`config.mk`:
```
export PLATFORM = sky130hd
export DESIGN_NAME = record_ring_offset_lookup_flat
export DESIGN_NICKNAME = d
export VERILOG_FILES = /design/src/sv/rrol_pkg.sv /design/src/sv/rrol_in_if.sv /design/src/sv/rrol_out_if.sv /design/src/sv/rrol_ram.sv /design/src/sv/rrol_ctrl.sv /design/src/sv/rrol_dp.sv /design/src/sv/record_ring_offset_lookup.sv /design/src/flat_wrapper.sv
export SDC_FILE = /design/constraint.sdc
export NUM_CORES = 1
export LEC_CHECK = 0
export BUFFER_PORTS_ARGS = -buffer_cell sky130_fd_sc_hd__buf_2
export CORE_UTILIZATION = 60
export DETAILED_ROUTE_END_ITERATION = 8
export GPL_TIMING_DRIVEN = 0
export PLACE_DENSITY_LB_ADDON = 0.3
export SLEW_MARGIN = 15
export SYNTH_ARGS = -nofsm -noshare
export SYNTH_HDL_FRONTEND = slang
export SYNTH_SLANG_ARGS = --single-unit
```
`constraint.sdc`:
```
create_clock -name clk_i -period 7.6 [get_ports clk_i]
set_input_delay 0.38 -clock clk_i [delete_from_list [all_inputs] [get_ports clk_i]]
set_output_delay 0.38 -clock clk_i [all_outputs]
set_load 0.05 [all_outputs]
```
`src/sv/rrol_pkg.sv`:
```
// ----------------------------------------------------------------------------
// rrol_pkg
// shared types and constants of the record ring offset lookup
// ----------------------------------------------------------------------------
`timescale 1ns / 1ps
`default_nettype none

package rrol_pkg;

  localparam int RING_DEPTH = 16;
  localparam int IDX_W      = $clog2(RING_DEPTH);
  localparam int CNT_W      = $clog2(RING_DEPTH + 1);
  localparam int LEN_W      = 16;
  localparam int HDL_W      = 32;
  localparam int POS_W      = 20;
  localparam int SUM_W      = LEN_W + IDX_W + 1;
  localparam int CMP_W      = (SUM_W > POS_W) ? SUM_W : POS_W;
  localparam int ENT_W      = LEN_W + HDL_W;

  localparam logic OP_ADD  = 1'b0;
  localparam logic OP_FIND = 1'b1;

  typedef enum logic [1:0] {
    ST_IDLE,
    ST_WALK,
    ST_DONE
  } rrol_state_e;

  typedef struct packed {
    logic start;
    logic add_wr;
    logic issue;
    logic issue_last;
    logic check_en;
    logic load_out;
    logic out_sel_res;
  } rrol_cmd_t;

  typedef struct packed {
    logic hit;
    logic last_chk;
  } rrol_sts_t;

endpackage

`default_nettype wire

```
`src/sv/rrol_in_if.sv`:
```
// ----------------------------------------------------------------------------
// rrol_in_if
// request channel: add or find word with valid / ready
// ----------------------------------------------------------------------------
`timescale 1ns / 1ps
`default_nettype none

interface rrol_in_if;
  logic                       valid;
  logic                       ready;
  logic                       operation;
  logic [rrol_pkg::LEN_W-1:0] record_length;
  logic [rrol_pkg::HDL_W-1:0] record_handle;
  logic [rrol_pkg::POS_W-1:0] byte_position;

  modport source (
    output valid, operation, record_length, record_handle, byte_position,
    input  ready
  );

  modport sink (
    input  valid, operation, record_length, record_handle, byte_position,
    output ready
  );
endinterface

`default_nettype wire

```
`src/sv/rrol_out_if.sv`:
```
// ----------------------------------------------------------------------------
// rrol_out_if
// result channel: lookup word with valid / ready
// ----------------------------------------------------------------------------
`timescale 1ns / 1ps
`default_nettype none

interface rrol_out_if;
  logic                       valid;
  logic                       ready;
  logic                       found;
  logic [rrol_pkg::HDL_W-1:0] found_handle;
  logic [rrol_pkg::LEN_W-1:0] found_length;
  logic [rrol_pkg::LEN_W-1:0] offset_in_record;

  modport source (
    output valid, found, found_handle, found_length, offset_in_record,
    input  ready
  );

  modport sink (
    input  valid, found, found_handle, found_length, offset_in_record,
    output ready
  );
endinterface

`default_nettype wire

```
`src/sv/rrol_ram.sv`:
```
// ----------------------------------------------------------------------------
// rrol_ram
// generic single write, single read ram with registered read data
// ----------------------------------------------------------------------------
`timescale 1ns / 1ps
`default_nettype none

module rrol_ram #(
  parameter int WIDTH = 8,
  parameter int DEPTH = 16
) (
  input  wire logic                     clk_i,
  input  wire logic                     we_i,
  input  wire logic [$clog2(DEPTH)-1:0] waddr_i,
  input  wire logic [WIDTH-1:0]         wdata_i,
  input  wire logic                     re_i,
  input  wire logic [$clog2(DEPTH)-1:0] raddr_i,
  output logic      [WIDTH-1:0]         rdata_o
);

  logic [WIDTH-1:0] mem_q [DEPTH];
  logic [WIDTH-1:0] rdata_q;

  always_ff @(posedge clk_i) begin
    if (we_i) begin
      mem_q[waddr_i] <= wdata_i;
    end
    if (re_i) begin
      rdata_q <= mem_q[raddr_i];
    end
  end

  assign rdata_o = rdata_q;

endmodule

`default_nettype wire

```
`src/sv/rrol_ctrl.sv`:
```
// ----------------------------------------------------------------------------
// rrol_ctrl
// controller: sequences adds, the find walk and the result register
// ----------------------------------------------------------------------------
`timescale 1ns / 1ps
`default_nettype none

module rrol_ctrl (
  input  wire logic                clk_i,
  input  wire logic                rst_ni,
  input  wire logic                in_valid_i,
  input  wire logic                in_operation_i,
  output logic                     in_ready_o,
  output logic                     out_valid_o,
  input  wire logic                out_ready_i,
  input  wire rrol_pkg::rrol_sts_t sts_i,
  output rrol_pkg::rrol_cmd_t      cmd_o
);
  import rrol_pkg::*;

  rrol_state_e      state_q, state_d;
  logic [CNT_W-1:0] cnt_q, cnt_d;
  logic             out_valid_q, out_valid_d;
  logic             out_free;
  logic             accept;

  assign out_free   = !out_valid_q || out_ready_i;
  assign in_ready_o = (state_q == ST_IDLE) && out_free;
  assign accept     = in_valid_i && in_ready_o;

  // next state
  always_comb begin
    state_d = state_q;
    case (state_q)
      ST_IDLE: begin
        if (accept && (in_operation_i == OP_FIND)) begin
          state_d = ST_WALK;
        end
      end
      ST_WALK: begin
        if (sts_i.hit || sts_i.last_chk) begin
          state_d = ST_DONE;
        end
      end
      ST_DONE: begin
        if (out_free) begin
          state_d = ST_IDLE;
        end
      end
      default: state_d = ST_IDLE;
    endcase
  end

  // commands
  always_comb begin
    cmd_o = '0;
    case (state_q)
      ST_IDLE: begin
        if (accept) begin
          if (in_operation_i == OP_ADD) begin
            cmd_o.add_wr   = 1'b1;
            cmd_o.load_out = 1'b1;
          end else begin
            cmd_o.start = 1'b1;
          end
        end
      end
      ST_WALK: begin
        cmd_o.check_en   = 1'b1;
        cmd_o.issue      = (cnt_q != CNT_W'(RING_DEPTH));
        cmd_o.issue_last = (cnt_q == CNT_W'(RING_DEPTH - 1));
      end
      ST_DONE: begin
        if (out_free) begin
          cmd_o.load_out    = 1'b1;
          cmd_o.out_sel_res = 1'b1;
        end
      end
      default: cmd_o = '0;
    endcase
  end

  always_comb begin
    cnt_d = cnt_q;
    if (cmd_o.start) begin
      cnt_d = '0;
    end else if (cmd_o.issue) begin
      cnt_d = cnt_q + 1'b1;
    end
  end

  always_comb begin
    if (cmd_o.load_out) begin
      out_valid_d = 1'b1;
    end else if (out_ready_i) begin
      out_valid_d = 1'b0;
    end else begin
      out_valid_d = out_valid_q;
    end
  end

  always_ff @(posedge clk_i or negedge rst_ni) begin
    if (!rst_ni) begin
      state_q     <= ST_IDLE;
      cnt_q       <= '0;
      out_valid_q <= 1'b0;
    end else begin
      state_q     <= state_d;
      cnt_q       <= cnt_d;
      out_valid_q <= out_valid_d;
    end
  end

  assign out_valid_o = out_valid_q;

endmodule

`default_nettype wire

```
`src/sv/rrol_dp.sv`:
```
// ----------------------------------------------------------------------------
// rrol_dp
// datapath: ring pointers, descriptor store, length accumulator, result word
// ----------------------------------------------------------------------------
`timescale 1ns / 1ps
`default_nettype none

module rrol_dp (
  input  wire logic                       clk_i,
  input  wire logic                       rst_ni,
  input  wire rrol_pkg::rrol_cmd_t        cmd_i,
  output rrol_pkg::rrol_sts_t             sts_o,
  input  wire logic [rrol_pkg::LEN_W-1:0] record_length_i,
  input  wire logic [rrol_pkg::HDL_W-1:0] record_handle_i,
  input  wire logic [rrol_pkg::POS_W-1:0] byte_position_i,
  output logic                            found_o,
  output logic      [rrol_pkg::HDL_W-1:0] found_handle_o,
  output logic      [rrol_pkg::LEN_W-1:0] found_length_o,
  output logic      [rrol_pkg::LEN_W-1:0] offset_in_record_o
);
  import rrol_pkg::*;

  function automatic logic [IDX_W-1:0] next_slot(input logic [IDX_W-1:0] s);
    return (s == IDX_W'(RING_DEPTH - 1)) ? '0 : s + 1'b1;
  endfunction

  logic [IDX_W-1:0]      wr_slot_q, wr_slot_d;
  logic [IDX_W-1:0]      old_slot_q, old_slot_d;
  logic [IDX_W-1:0]      walk_slot_q, walk_slot_d;
  logic                  full_q, full_d;
  logic [RING_DEPTH-1:0] vld_q, vld_d;
  logic                  vld_rd_q;
  logic                  chk_q, chk_last_q;
  logic [POS_W-1:0]      pos_q;
  logic [SUM_W-1:0]      sum_q, sum_d;
  logic [ENT_W-1:0]      rd_data;
  logic [LEN_W-1:0]      cur_len;
  logic [CMP_W-1:0]      span;
  logic [CMP_W-1:0]      diff;
  logic                  hit;

  logic                  res_found_q;
  logic [HDL_W-1:0]      res_handle_q;
  logic [LEN_W-1:0]      res_len_q;
  logic [LEN_W-1:0]      res_off_q;

  logic                  out_found_q;
  logic [HDL_W-1:0]      out_handle_q;
  logic [LEN_W-1:0]      out_len_q;
  logic [LEN_W-1:0]      out_off_q;

  rrol_ram #(
    .WIDTH (ENT_W),
    .DEPTH (RING_DEPTH)
  ) u_store (
    .clk_i   (clk_i),
    .we_i    (cmd_i.add_wr),
    .waddr_i (wr_slot_q),
    .wdata_i ({record_handle_i, record_length_i}),
    .re_i    (cmd_i.issue),
    .raddr_i (walk_slot_q),
    .rdata_o (rd_data)
  );

  // a slot never written reads as length zero
  assign cur_len = vld_rd_q ? rd_data[LEN_W-1:0] : '0;
  assign span    = CMP_W'(sum_q) + CMP_W'(cur_len);
  assign diff    = CMP_W'(pos_q) - CMP_W'(sum_q);
  assign hit     = chk_q && (span > CMP_W'(pos_q));

  assign sts_o.hit      = hit;
  assign sts_o.last_chk = chk_q && chk_last_q;

  // ring pointers
  always_comb begin
    wr_slot_d  = wr_slot_q;
    old_slot_d = old_slot_q;
    full_d     = full_q;
    vld_d      = vld_q;
    if (cmd_i.add_wr) begin
      vld_d[wr_slot_q] = 1'b1;
      wr_slot_d        = next_slot(wr_slot_q);
      if (full_q) begin
        old_slot_d = next_slot(old_slot_q);
      end else if (next_slot(wr_slot_q) == old_slot_q) begin
        full_d = 1'b1;
      end
    end
  end

  always_comb begin
    walk_slot_d = walk_slot_q;
    if (cmd_i.start) begin
      walk_slot_d = old_slot_q;
    end else if (cmd_i.issue) begin
      walk_slot_d = next_slot(walk_slot_q);
    end
  end

  always_comb begin
    sum_d = sum_q;
    if (cmd_i.start) begin
      sum_d = '0;
    end else if (cmd_i.check_en && chk_q) begin
      sum_d = sum_q + SUM_W'(cur_len);
    end
  end

  always_ff @(posedge clk_i or negedge rst_ni) begin
    if (!rst_ni) begin
      wr_slot_q  <= '0;
      old_slot_q <= '0;
      full_q     <= 1'b0;
      vld_q      <= '0;
      chk_q      <= 1'b0;
      chk_last_q <= 1'b0;
    end else begin
      wr_slot_q  <= wr_slot_d;
      old_slot_q <= old_slot_d;
      full_q     <= full_d;
      vld_q      <= vld_d;
      chk_q      <= cmd_i.issue;
      chk_last_q <= cmd_i.issue_last;
    end
  end

  always_ff @(posedge clk_i) begin
    walk_slot_q <= walk_slot_d;
    sum_q       <= sum_d;
    if (cmd_i.issue) begin
      vld_rd_q <= vld_q[walk_slot_q];
    end
    if (cmd_i.start) begin
      pos_q        <= byte_position_i;
      res_found_q  <= 1'b0;
      res_handle_q <= '0;
      res_len_q    <= '0;
      res_off_q    <= '0;
    end else if (cmd_i.check_en && hit) begin
      res_found_q  <= 1'b1;
      res_handle_q <= rd_data[ENT_W-1:LEN_W];
      res_len_q    <= cur_len;
      res_off_q    <= diff[LEN_W-1:0];
    end
    if (cmd_i.load_out) begin
      if (cmd_i.out_sel_res) begin
        out_found_q  <= res_found_q;
        out_handle_q <= res_handle_q;
        out_len_q    <= res_len_q;
        out_off_q    <= res_off_q;
      end else begin
        out_found_q  <= 1'b0;
        out_handle_q <= '0;
        out_len_q    <= '0;
        out_off_q    <= '0;
      end
    end
  end

  assign found_o            = out_found_q;
  assign found_handle_o     = out_handle_q;
  assign found_length_o     = out_len_q;
  assign offset_in_record_o = out_off_q;

endmodule

`default_nettype wire

```
`src/sv/record_ring_offset_lookup.sv`:
```
// ----------------------------------------------------------------------------
// record_ring_offset_lookup
// ring of record descriptors that overwrites the oldest; finds the record
// holding a byte position of all records joined end to end
// ----------------------------------------------------------------------------
//  channel | dir | word
//  --------+-----+---------------------------------------------------------
//  in_if   | in  | operation, record_length, record_handle, byte_position
//  out_if  | out | found, found_handle, found_length, offset_in_record
//
//  add: written to the store when taken, its all-zero result word is valid the next cycle
//  find: walks the ring from the oldest slot, one descriptor read per cycle
//    from the single read port of the store; the walk ends early when a
//    record matches
//  reset: pointers and per-slot valid bits clear at once, no clearing pass
//  a result word held by the sink keeps in_if.ready low
`timescale 1ns / 1ps
`default_nettype none

module record_ring_offset_lookup (
  input  wire logic    clk_i,
  input  wire logic    rst_ni,
  rrol_in_if.sink      in_if,
  rrol_out_if.source   out_if
);
  import rrol_pkg::*;

  rrol_cmd_t cmd;
  rrol_sts_t sts;

  rrol_ctrl u_ctrl (
    .clk_i          (clk_i),
    .rst_ni         (rst_ni),
    .in_valid_i     (in_if.valid),
    .in_operation_i (in_if.operation),
    .in_ready_o     (in_if.ready),
    .out_valid_o    (out_if.valid),
    .out_ready_i    (out_if.ready),
    .sts_i          (sts),
    .cmd_o          (cmd)
  );

  rrol_dp u_dp (
    .clk_i              (clk_i),
    .rst_ni             (rst_ni),
    .cmd_i              (cmd),
    .sts_o              (sts),
    .record_length_i    (in_if.record_length),
    .record_handle_i    (in_if.record_handle),
    .byte_position_i    (in_if.byte_position),
    .found_o            (out_if.found),
    .found_handle_o     (out_if.found_handle),
    .found_length_o     (out_if.found_length),
    .offset_in_record_o (out_if.offset_in_record)
  );

endmodule

`default_nettype wire

```
`src/flat_wrapper.sv`:
```
// flat-port wrapper written by rule: the top's interface ports become plain ports
module record_ring_offset_lookup_flat import rrol_pkg::*;
  (clk_i, rst_ni, in_if_valid, in_if_operation, in_if_record_length, in_if_record_handle, in_if_byte_position, in_if_ready, out_if_valid, out_if_found, out_if_found_handle, out_if_found_length, out_if_offset_in_record, out_if_ready);
  rrol_in_if in_if_i ();
  rrol_out_if out_if_i ();
  input  wire logic clk_i;
  input  wire logic rst_ni;
  input wire logic [$bits(in_if_i.valid)-1:0] in_if_valid;
  input wire logic [$bits(in_if_i.operation)-1:0] in_if_operation;
  input wire logic [$bits(in_if_i.record_length)-1:0] in_if_record_length;
  input wire logic [$bits(in_if_i.record_handle)-1:0] in_if_record_handle;
  input wire logic [$bits(in_if_i.byte_position)-1:0] in_if_byte_position;
  output wire logic [$bits(in_if_i.ready)-1:0] in_if_ready;
  output wire logic [$bits(out_if_i.valid)-1:0] out_if_valid;
  output wire logic [$bits(out_if_i.found)-1:0] out_if_found;
  output wire logic [$bits(out_if_i.found_handle)-1:0] out_if_found_handle;
  output wire logic [$bits(out_if_i.found_length)-1:0] out_if_found_length;
  output wire logic [$bits(out_if_i.offset_in_record)-1:0] out_if_offset_in_record;
  input wire logic [$bits(out_if_i.ready)-1:0] out_if_ready;
  assign in_if_i.valid = in_if_valid;
  assign in_if_i.operation = in_if_operation;
  assign in_if_i.record_length = in_if_record_length;
  assign in_if_i.record_handle = in_if_record_handle;
  assign in_if_i.byte_position = in_if_byte_position;
  assign in_if_ready = in_if_i.ready;
  assign out_if_valid = out_if_i.valid;
  assign out_if_found = out_if_i.found;
  assign out_if_found_handle = out_if_i.found_handle;
  assign out_if_found_length = out_if_i.found_length;
  assign out_if_offset_in_record = out_if_i.offset_in_record;
  assign out_if_i.ready = out_if_ready;
  record_ring_offset_lookup u_core (.clk_i(clk_i), .rst_ni(rst_ni), .in_if(in_if_i), .out_if(out_if_i));
endmodule
```
==> flow_summary_export.csv <==
group,metric,value,unit
status,status,"finished clean",
logic_synthesis,netlist_top_cells_area,"sky130_fd_sc_hd__edfxtp_1 67%, sky130_fd_sc_hd__mux4_2 5.4%, sky130_fd_sc_hd__dfxtp_1 4.2%",
power,vdd_ir_drop_max,0.2149,mV
drt,remaining_drc_errors,0,
logic_synthesis,yosys_register_bits,1027,
clock_tree,cts_inserted_buffers,101,
clock_tree,h-tree-depth,3,
logic_synthesis,synth-main-ff-cell,"sky130_fd_sc_hd__edfxtp_1",
worst_setup_path,cp_top_family,"compound AO/OA/AOI/OAI gates",
worst_setup_path,cp_max_fo,10,
clock_tree,cts_buffer_depth,3,
power,power.density,379.2,mW/mm2
timing,hold_viol,0,
timing,setup-violations-final,0,
floorplan,die_width,263.1,um
floorplan,floorplan.die_area,0.06920,mm2
global_route,grt_pass1_wl,148700,um
drt,postRouteAntennaNets,0,
logic_synthesis,synth_edf_count,906,
logic_synthesis,synth.top_cell.area_share,66.53,%
worst_setup_path,setup.worst_path.start_class,"flop",
drt,drt_iter0_markers,3073,
timing,fmaxAchievable,175.0,MHz
placement,pre_cts_slack,2.003,ns
floorplan,num_io_pins,140,
placement,final_weighted_congestion_in_routability_driven_placement,0.8740,
timing,fin_skew,0.02487,ns
logic_synthesis,syn_area,0.04089,mm2
final_layout,synthToLayoutAreaGrowth,15.51,%
floorplan,floorplan.die.height,263.1,um
worst_setup_path,setup_slack_on_the_worst_flop_to_flop_path,1.88,ns
logic_synthesis,seq_area_frac_synth,72.88,%
power,power.share.switching,34.61,%
floorplan,floorplan.core_area,0.06728,mm2
timing,whs,0.08183,ns
worst_setup_path,slowest_stage,"sky130_fd_sc_hd__a211oi_1",
worst_setup_path,worstPathBufferInverterCount,3,
global_route,gr-usage-all-layers,29.12,%
worst_setup_path,critPathRequiredTime,8.13,ns
global_route,grt_antenna_before_repair,13,
hold_path,timing.hold.worst_path_depth,1,
logic_synthesis,synthMostInstantiatedCell,"sky130_fd_sc_hd__edfxtp_1",
logic_synthesis,post-synth-top-area-cell,"sky130_fd_sc_hd__edfxtp_1",
final_layout,nNetsFinal,2961,
final_layout,layout.core_utilization,70.21,%
power,netSwitchingPower,6198,uW
hold_path,worst_hold_path.endpoint,"u_core.u_dp.u_store.mem_q[3][14]",
power,pwr-share-comb,32.9,%
final_layout,post_route_cells_drive_above_1_share,19.42,%
worst_setup_path,worstReg2RegEnd,"u_core.u_ctrl.state_q[1]",
clock_tree,tritoncts,"done",
logic_synthesis,avgSynthCellArea,16.33,um2
drt,num_vias,23873,
hold_path,hold_path_startpoint,"in_if_record_length[14]",
logic_synthesis,yosys-top-cells-count,"906 x sky130_fd_sc_hd__edfxtp_1, 168 x sky130_fd_sc_hd__nand2_1, 154 x sky130_fd_sc_hd__mux2i_1, 143 x sky130_fd_sc_hd__o21ai_0, 99 x sky130_fd_sc_hd__a21oi_1",
worst_setup_path,reg2reg_depth,21,
timing,timing_max_transition_violations_final,0,
global_route,globalRoute.totalOverflow,0,
timing,finalWorstSetupSlack,1.885,ns
timing,timing.final.crit_period,5.715,ns
worst_setup_path,cp_slowest_stage_delay,0.61,ns
worst_setup_path,critical_path.endpoint_type,"flop",
power,internal-power,11710,uW
timing,slew_headroom,14.22,%
placement,i_o_buffers,139,
drt,drt_first_pass_iters,5,
final_layout,post-route-cell-area,0.04724,mm2
timing,worstMarginPinSlew,1.287,ns
drt,route.detailed.wl_per_inst,26.36,um
clock_tree,clock_insertion_delay_worst_skew,0.67,ns
timing,period_share,75.20,%
drt,drt_wirelength,99960,um
logic_synthesis,post_synth_num_cell_types,65,
flow_run,max_cap_viol_count,0,
placement,placement.cell_area,0.04376,mm2
power,power.clock.fraction,27.1,%
timing,unrepaired_setup_endpoints_after_global_routing,"false",
global_route,grt_pass1_vias,24217,
drt,vias_per_cell,6.296,
floorplan,rows,95,
worst_setup_path,critical_path_arrival,6.24,ns
logic_synthesis,yosys_warnings,0,
global_route,maximum_number_of_pins_on_one_net_before_global_route_repair,36,
clock_tree,cts.clk_slew.worst_paths,0.06,ns
power,total_leakage_power,0.01658,uW
logic_synthesis,synth_fp_nets,2639,
hold_path,hold_path.class,"in2reg",
clock_tree,cts_post_setup_buffers_inserted,0,
worst_setup_path,worst_r2r_startpoint,"u_core.u_dp.vld_rd_q",
clock_tree,post_cts_resize_count,0,
clock_tree,cts_sinks,1027,
worst_setup_path,setup.worst_path.class,"reg2reg",
worst_setup_path,worstPathCellList,"clkbuf_1 -> and2_1 -> ha_1 -> a21oi_1 -> nand2_1 -> o21ai_2 -> o21ai_0 -> a211oi_1 -> nor2_1 -> xor2_1 -> ha_1 -> nand2_1 -> nor3_1 -> a221oi_1 -> nand3_1 -> a221o_1 -> a211o_1 -> clkbuf_1 -> buf_2 -> o21ai_0 -> o31ai_1",
placement,dp.final_hpwl,66980,um
logic_synthesis,synthesis.instances,2504,
floorplan,start_util,60.78,%
clock_tree,ctsRootBufferMaster,"sky130_fd_sc_hd__clkbuf_16",
power,pwr-share-seq,39.9,%
logic_synthesis,synth-async-reset-ratio,3.408,%
[power by group through the flow]
stage | clock network (uW) | logic [uW] | registers, uW
detailed placement | 0 | 5730 | 7250
global route | 5120 | 6290 | 7200
CTS | 4890 | 5800 | 7150
floorplan | 0 | 3600 | 7360
global placement | 0 | 5420 | 7280
finish | 4860 | 5900 | 7150
[flip-flops by register name (all words and copies together) (netlist names), 16 cells and up]
register	flops
u_core.u_dp.u_store.rdata_o	48
u_core.u_dp.pos_q	20
u_core.u_dp.u_store.mem_q	768
u_core.u_dp.found_handle_o	32
u_core.u_dp.res_off_q	16
u_core.u_dp.offset_in_record_o	16
u_core.u_dp.res_len_q	16
u_core.u_dp.sum_q	21
u_core.u_dp.vld_q	16
u_core.u_dp.found_length_o	16
u_core.u_dp.res_handle_q	32
[worst max path at each step]
stage / from / endpoint / cells after the start
after global routing: u_core.u_dp.vld_rd_q / u_core.u_dp.res_handle_q[13] / 21
after CTS: u_core.u_dp.vld_rd_q / u_core.u_ctrl.state_q[1] / 20
after global placement: out_if_ready / u_core.u_dp.vld_q[3] / 8
final: u_core.u_dp.vld_rd_q / u_core.u_ctrl.state_q[1] / 21
after floorplan: u_core.u_ctrl.out_valid_o / u_core.u_dp.u_store.mem_q[3][0] / 7
after detailed placement: u_core.u_dp.vld_rd_q / u_core.u_ctrl.state_q[1] / 20
[layout by cell type, fill, tap and decap left out, types with 50 or more instances in the layout]
master | Yosys | final
sky130_fd_sc_hd__a21oi_1 | 99 | 99
sky130_fd_sc_hd__inv_1 | 53 | 53
sky130_fd_sc_hd__buf_2 | 19 | 161
sky130_fd_sc_hd__mux2_2 | 50 | 50
sky130_fd_sc_hd__mux4_2 | 98 | 98
sky130_fd_sc_hd__ha_1 | 60 | 60
sky130_fd_sc_hd__clkbuf_16 | 0 | 103
sky130_fd_sc_hd__edfxtp_1 | 906 | 906
sky130_fd_sc_hd__clkbuf_1 | 81 | 107
sky130_fd_sc_hd__o21ai_0 | 143 | 143
sky130_fd_sc_hd__dfxtp_1 | 86 | 86
sky130_fd_sc_hd__nand2_1 | 168 | 168
sky130_fd_sc_hd__a221oi_1 | 50 | 50
sky130_fd_sc_hd__mux2i_1 | 154 | 154
sky130_fd_sc_hd__and2_1 | 86 | 86
sky130_fd_sc_hd__nand3_1 | 65 | 65
[cell families after synthesis]
| family | Yosys count | synth area share (%) |
|---|---|---|
| multiplexers | 302 | 10.54 |
| XOR/XNOR | 38 | 0.8139 |
| AND/OR/NAND/NOR | 443 | 5.214 |
| adder cells (fa/ha/maj) | 62 | 1.934 |
| flip-flops | 1027 | 72.88 |
| AO/OA/AOI/OAI | 450 | 6.790 |
| buffers and inverters | 182 | 1.821 |
[per-stage QoR]
stage          power [uW]  TNS (ns)  cells
2_1_floorplan       10960         0   2504
3_3_place_gp        12700   -347.50   3516
3_5_place_dp        12990         0   3574
4_1_cts             17840         0   3782
5_1_grt             18610         0   3786
6_report            17910         0   3792
[layout make-up]
type	count	area [um2]
clock buffers	135	2758
inverters	54	202.7
diodes	10	25.02
multi-input cells	1295	10480
well taps	873	1092
plain buffers	128	546.8
fillers	4191	20040
repair buffers	219	1854
clock inverters	51	470.5
flip-flops and latches	1027	29800
[metal layers]
layer	global-route usage, %	share of wire (%)
met5	0	0.065
met4	10.56	3.2
met3	6.342	10
met2	47.18	48
met1	39.20	39
[timing repair]
| action | in CTS | in global routing |
|---|---|---|
| hold buffers | 22 | 0 |
| setup endpoints to repair | 0 | 0 |
| hold endpoints to repair | 56 | 0 |
Power figures use the tool's default switching activity.
